--- config.mk ---
export PLATFORM = sky130hd
export DESIGN_NAME = sbo_mul
export DESIGN_NICKNAME = d
export VERILOG_FILES = /design/src/sbo_pkg.sv /design/src/sbo_mul.sv
export SDC_FILE = /design/constraint.sdc
export NUM_CORES = 2
export LEC_CHECK = 0
export BUFFER_PORTS_ARGS = -buffer_cell sky130_fd_sc_hd__buf_2
export CAP_MARGIN = 20
export CORE_MARGIN = 1
export CORE_UTILIZATION = 60
export CTS_BUF_LIST = sky130_fd_sc_hd__clkbuf_8
export DETAILED_ROUTE_END_ITERATION = 6
export PLACE_DENSITY = 0.74
export SKIP_CTS_REPAIR_TIMING = 1
export SYNTH_ARGS = -nofsm -noshare
export SYNTH_HDL_FRONTEND = slang
export SYNTH_SLANG_ARGS = --single-unit
--- constraint.sdc ---
create_clock -name clk -period 10 [get_ports clk]
set_clock_uncertainty 0.15 [all_clocks]
set_input_delay 1 -clock clk [delete_from_list [all_inputs] [get_ports clk]]
set_output_delay 1 -clock clk [all_outputs]
set_load 0.02 [all_outputs]
--- src/sbo_pkg.sv ---
package sbo_pkg;

  // Default coordinate width: signed Q16.16.
  localparam int COORD_WIDTH_DEF = 32;

  // Doubled differences (centre offset, half vector, half size) carry two extra bits.
  localparam int DIFF_WIDTH_DEF = COORD_WIDTH_DEF + 2;

endpackage

--- src/sbo_mul.sv ---
// Two-stage signed multiplier. Both operands are split into a signed upper
// half and an unsigned lower half; the four partial products are registered
// and then summed into the full product.
module sbo_mul
  import sbo_pkg::*;
#(
  parameter int WIDTH = DIFF_WIDTH_DEF
) (
  input  logic                      clk,
  input  logic                      en_part,
  input  logic                      en_sum,
  input  logic signed [WIDTH-1:0]   a,
  input  logic signed [WIDTH-1:0]   b,
  output logic signed [2*WIDTH-1:0] p
);
  localparam int KL = WIDTH / 2;
  localparam int KH = WIDTH - KL;
  localparam int WP = 2 * WIDTH;

  logic signed [KH-1:0]      a_hi, b_hi;
  logic signed [KL:0]        a_lo, b_lo;
  logic signed [2*KH-1:0]    pp_hh;
  logic signed [KH+KL:0]     pp_hl;
  logic signed [KH+KL:0]     pp_lh;
  logic signed [2*KL+1:0]    pp_ll;
  logic signed [WP-1:0]      sum_next;

  // Lower halves get a zero sign bit so every partial product is signed.
  assign a_hi = a[WIDTH-1:KL];
  assign b_hi = b[WIDTH-1:KL];
  assign a_lo = $signed({1'b0, a[KL-1:0]});
  assign b_lo = $signed({1'b0, b[KL-1:0]});

  always_ff @(posedge clk) begin
    if (en_part) begin
      pp_hh <= a_hi * b_hi;
      pp_hl <= a_hi * b_lo;
      pp_lh <= a_lo * b_hi;
      pp_ll <= a_lo * b_lo;
    end
  end

  assign sum_next = (WP'(pp_hh) <<< (2 * KL))
                  + (WP'(pp_hl) <<< KL)
                  + (WP'(pp_lh) <<< KL)
                  + WP'(pp_ll);

  always_ff @(posedge clk) begin
    if (en_sum) begin
      p <= sum_next;
    end
  end
endmodule
## After elaboration in Yosys (flattened, before gate mapping)

Cells that the tools add are included.

- Register bits: 206
- Bits of input ports: 71
- Logic and storage cells: 12

- Add/sub/neg operators: 3
- Multipliers: 4

Operators by type and width:

| operator | number |
|---|---|
| 68-bit by 52-bit adder with 68-bit output | 2 |
| 68-bit by 35-bit adder with 68-bit output | 1 |
| 17-bit by 17-bit multiplier with 34-bit output | 2 |
| 17-bit by 18-bit multiplier with 35-bit output | 1 |
| 18-bit by 17-bit multiplier with 35-bit output | 1 |

## Longest topological paths before layout

- Depth after elaboration: 3
- Gate-level depth with buffers: 25
- Depth with buffers taken out: 23

## Worst setup path after synthesis

Ideal clock, no wire load.

- Path type: input to register
- From: input port b[25]
- To: register pp_hh[32] (data pin)
- Arrival: 6.713 ns
- Required time: 9.592 ns
- Setup slack: 2.880 ns
- Stages on the path: 25
- Buffers on the path: 3
- Cell sequence: clkbuf_1 -> clkbuf_1 -> nand2_1 -> fa_1 -> inv_1 -> fa_1 -> inv_1 -> fa_1 -> inv_1 -> fa_1 -> fa_1 -> inv_1 -> fa_1 -> inv_1 -> ha_1 -> clkbuf_1 -> a21oi_1 -> o21ai_0 -> or3_1 -> o21ai_2 -> a221oi_2 -> a221oi_2 -> o311ai_1 -> a21oi_1 -> xnor2_1

- Word-level cells in the longest chain between the ends: 1

RTL lines:

| item | line | RTL |
|---|---|---|
| start, declared | sbo_mul.sv:13 | `input logic signed [WIDTH-1:0] b,` |
| 17-bit by 17-bit multiplier with 34-bit output | sbo_mul.sv:36 | `pp_hh <= a_hi * b_hi;` |
| end signal, assigned | sbo_mul.sv:36 |  |
| end, declared | sbo_mul.sv:22 | `logic signed [2*KH-1:0] pp_hh;` |

Every way passes these cells.
A chain may end at the register's enable or synchronous reset.

## Worst setup path in the final report

Same ends and word-level chain as after synthesis.

==> impl_metrics.csv <==
group,metric,value,unit
setup_path,critPathRequiredTime,10220,ps
floorplan,die-area,84200,um^2
routing,drc,0,
routing,m1WireLength,47800,um
final_layout,nNetsFinal,6765,
floorplan,die_x,290,um
grt,grt_max_degree,74,
sta,slew_violations,0,
min_path,hp-start,"pp_ll[11]",
routing,drtPass1Iterations,5,
grt,grt_first_pass_wirelength,199000,um
setup_path,crit_slowest_cell,"buf_2",
grt,grt_pass1_vias,37100,
sta,fmax,0.137,GHz
floorplan,chipHeight,290,um
sta,setup_slack,2670,ps
logic_synthesis,synthTopCellsByArea,"fa_1, ha_1, edfxtp_1",
clocking,cts_buffers,41,
setup_path,crit_type,"in2reg",
setup_path,worstPathArrival,7540,ps
setup_path,r2r-end,"p[65]",
min_path,holdPathStages,0,
sta,period_share,73.3,%
sta,setup_viol,0,
clocking,cts.path.max_buffers,3,
floorplan,ios,139,
setup_path,critPathMaxFanout,34,
flow_run,maxCapViolCount,0,
routing,met2WireLength,60500,um
setup_path,crit_chain,"buf_2 > nand2_1 > fa_1 > inv_1 > fa_1 > inv_1 > fa_1 > inv_1 > fa_1 > fa_1 > inv_1 > fa_1 > inv_1 > ha_1 > a21oi_1 > o21ai_0 > or3_1 > o21ai_2 > a221oi_2 > a221oi_2 > o311ai_1 > a21oi_1 > xnor2_1",
placed_design,globalplace.congestion,0.890,
logic_synthesis,yosys.area.top_type,"fa_1",
routing,drt_iter0_markers,2068,
final_layout,fin_cells,6279,
logic_synthesis,synth_top_area_share,40.9,%
placed_design,dp.cells,6203,
sta,period_needed,7330,ps
floorplan,core_area,82100,um^2
clocking,clk-insertion-delay-late,620,ps
logic_synthesis,ys_types,73,
setup_path,endpoint_kind,"register",
clocking,cts.htree.levels,2,
setup_path,rr_startpoint,"pp_lh[10]",
setup_path,ff2ff_setup_slack,5130,ps
clocking,cts.clk_slew.worst_paths,60,ps
routing,routed_via_density,5.58,
routing,via_count,35000,
logic_synthesis,synthFlopType,"edfxtp_1",
min_path,hold_end,"p[11]",
setup_path,cpMostUsedCell,"fa_1",
grt,grt_overflow,0,
grt,grt_use_total,30.1,%
logic_synthesis,avgSynthCellArea,9.57,um^2
sta,hold_viol,0,
grt,antenna_found_initial,10,
outcome,status,"finished, final reports clean",
floorplan,std_cell_rows,105,
placed_design,pre_cts_slack,1990,ps
setup_path,r2r_cells,11,
final_layout,fill_cells,6773,
logic_synthesis,ys_ff_latch,206,
floorplan,initial_utilization,60.7,%
routing,top_layer_used,"met5",
logic_synthesis,synth_edf_count,206,
placed_design,portBuffers,138,
logic_synthesis,yosysSeqAreaShare,12.4,%
sta,rsz0062_at_grt,"no",
logic_synthesis,synth_area,49800,um^2
min_path,min_path_type,"reg2reg",
clocking,cts_tree,"yes",
clocking,root_buffer,"clkbuf_8",
routing,routed-wl-met3,8050,um
final_layout,area_growth,4.14,%
logic_synthesis,synthArstFlopShare,0,%
placed_design,dp_hpwl,95700,um
sta,slew_headroom,30.8,%
logic_synthesis,syn_nets,6795,
routing,wirelength,121000,um
setup_path,worst_setup_path_start_kind,"input pin",
sta,tns,0,ps
setup_path,max_stage_delay,610,ps
routing,ant_nets,0,
routing,wl_per_cell,19.3,um
sta,worst_pin_slew,1040,ps
logic_synthesis,yosysWarnings,0,
final_layout,final_util,63.2,%
final_layout,drive_above_1_share,4.48,%
logic_synthesis,syn_inst,5207,
clocking,clkSinkCount,206,
==> area by class of cell <==
cell class	instances	area, um^2	share of cell area (%)
diodes	4	10.0	0.0193
clock buffers	41	564	1.09
clock inverters	30	161	0.311
inverters	1170	4390	8.47
multi-input cells	3603	38400	74.0
flip-flops and latches	206	6190	11.9
well taps	1070	1340	2.58
repair buffers	155	847	1.63
==> flip-flops by register name, indices dropped and copies added, names as in the netlist <==
| name | count |
|---|---|
| pp_ll | 34 |
| p | 68 |
| pp_hl | 35 |
| pp_lh | 35 |
| pp_hh | 34 |
==> cells in the mapped netlist, types with 9 or more instances <==
cell	count
nor3_1	15
nand2b_1	34
a21o_1	70
and2_1	564
ha_1	498
o21ai_0	70
a21oi_1	136
xor2_1	46
a31oi_1	10
nor2b_1	19
o21bai_1	24
o31ai_1	9
inv_1	1170
a211oi_1	24
nand4_1	13
nand2_1	628
and3_1	11
o21a_1	27
fa_1	1019
edfxtp_1	206
xnor2_1	117
nand3_1	27
clkbuf_1	222
nor2_1	121
==> routing by layer <==
metal  up-vias  GRT usage, %
li1      15700             -
met1     17900          38.9
met2      1206          51.6
met3       265          4.29
met4         6          11.2
met5         -             0
==> critical path: cells and delay by family <==
family,cells,cell delay (ps)
fa+ha+maj,7,3460
compound gates,7,1610
buf+inv,6,850
simple gates,2,510
xor+xnor,1,80
==> kinds of logic (layout without fill, tap and decap cells) <==
family | after synthesis | after routing | share of synthesized area (%)
adders and majority gates | 1517 | 1517 | 53.5
and+or+nand+nor | 1458 | 1458 | 14.5
buffers and inverters | 1398 | 1396 | 10.5
AOI/OAI and AO/OA | 462 | 462 | 6.18
DFF | 206 | 206 | 12.4
xor gates and xnor gates | 163 | 163 | 2.87
muxes | 3 | 3 | 0.0603
other | 0 | 4 | 0
==> placed cells by master, fill, tap and decap left out, types with 117 or more instances in the layout <==
cell,netlist,layout
xnor2_1,117,117
and2_1,564,564
fa_1,1019,1019
edfxtp_1,206,206
ha_1,498,498
inv_1,1170,1180
buf_2,3,136
a21oi_1,136,136
nor2_1,121,121
nand2_1,628,628
==> metrics by stage <==
| step | hold WS (ps) | instance area (um^2) |
|---|---|---|
| 2_1_floorplan | 250 | 49800 |
| 3_3_place_gp | 251 | 51100 |
| 3_5_place_dp | 256 | 51100 |
| 4_1_cts | 269 | 51800 |
| 5_1_grt | 272 | 51900 |
| 6_report | 268 | 51900 |
==> worst max-delay path by stage <==
stage               startpoint  slack [ps]  cells past startpoint   endpoint
floorplan                b[25]        2880                     25  pp_hh[32]
global placement         b[33]        2080                     20  pp_hh[32]
detailed placement       b[33]        1990                     20  pp_hh[32]
CTS                      b[33]        2600                     20  pp_hh[32]
global route             a[30]        2390                     21  pp_hh[32]
finish                   b[25]        2670                     23  pp_hh[32]
Power is not shown: default switching activity piles up to over one toggle a cycle in this logic, so the estimate is an artifact.
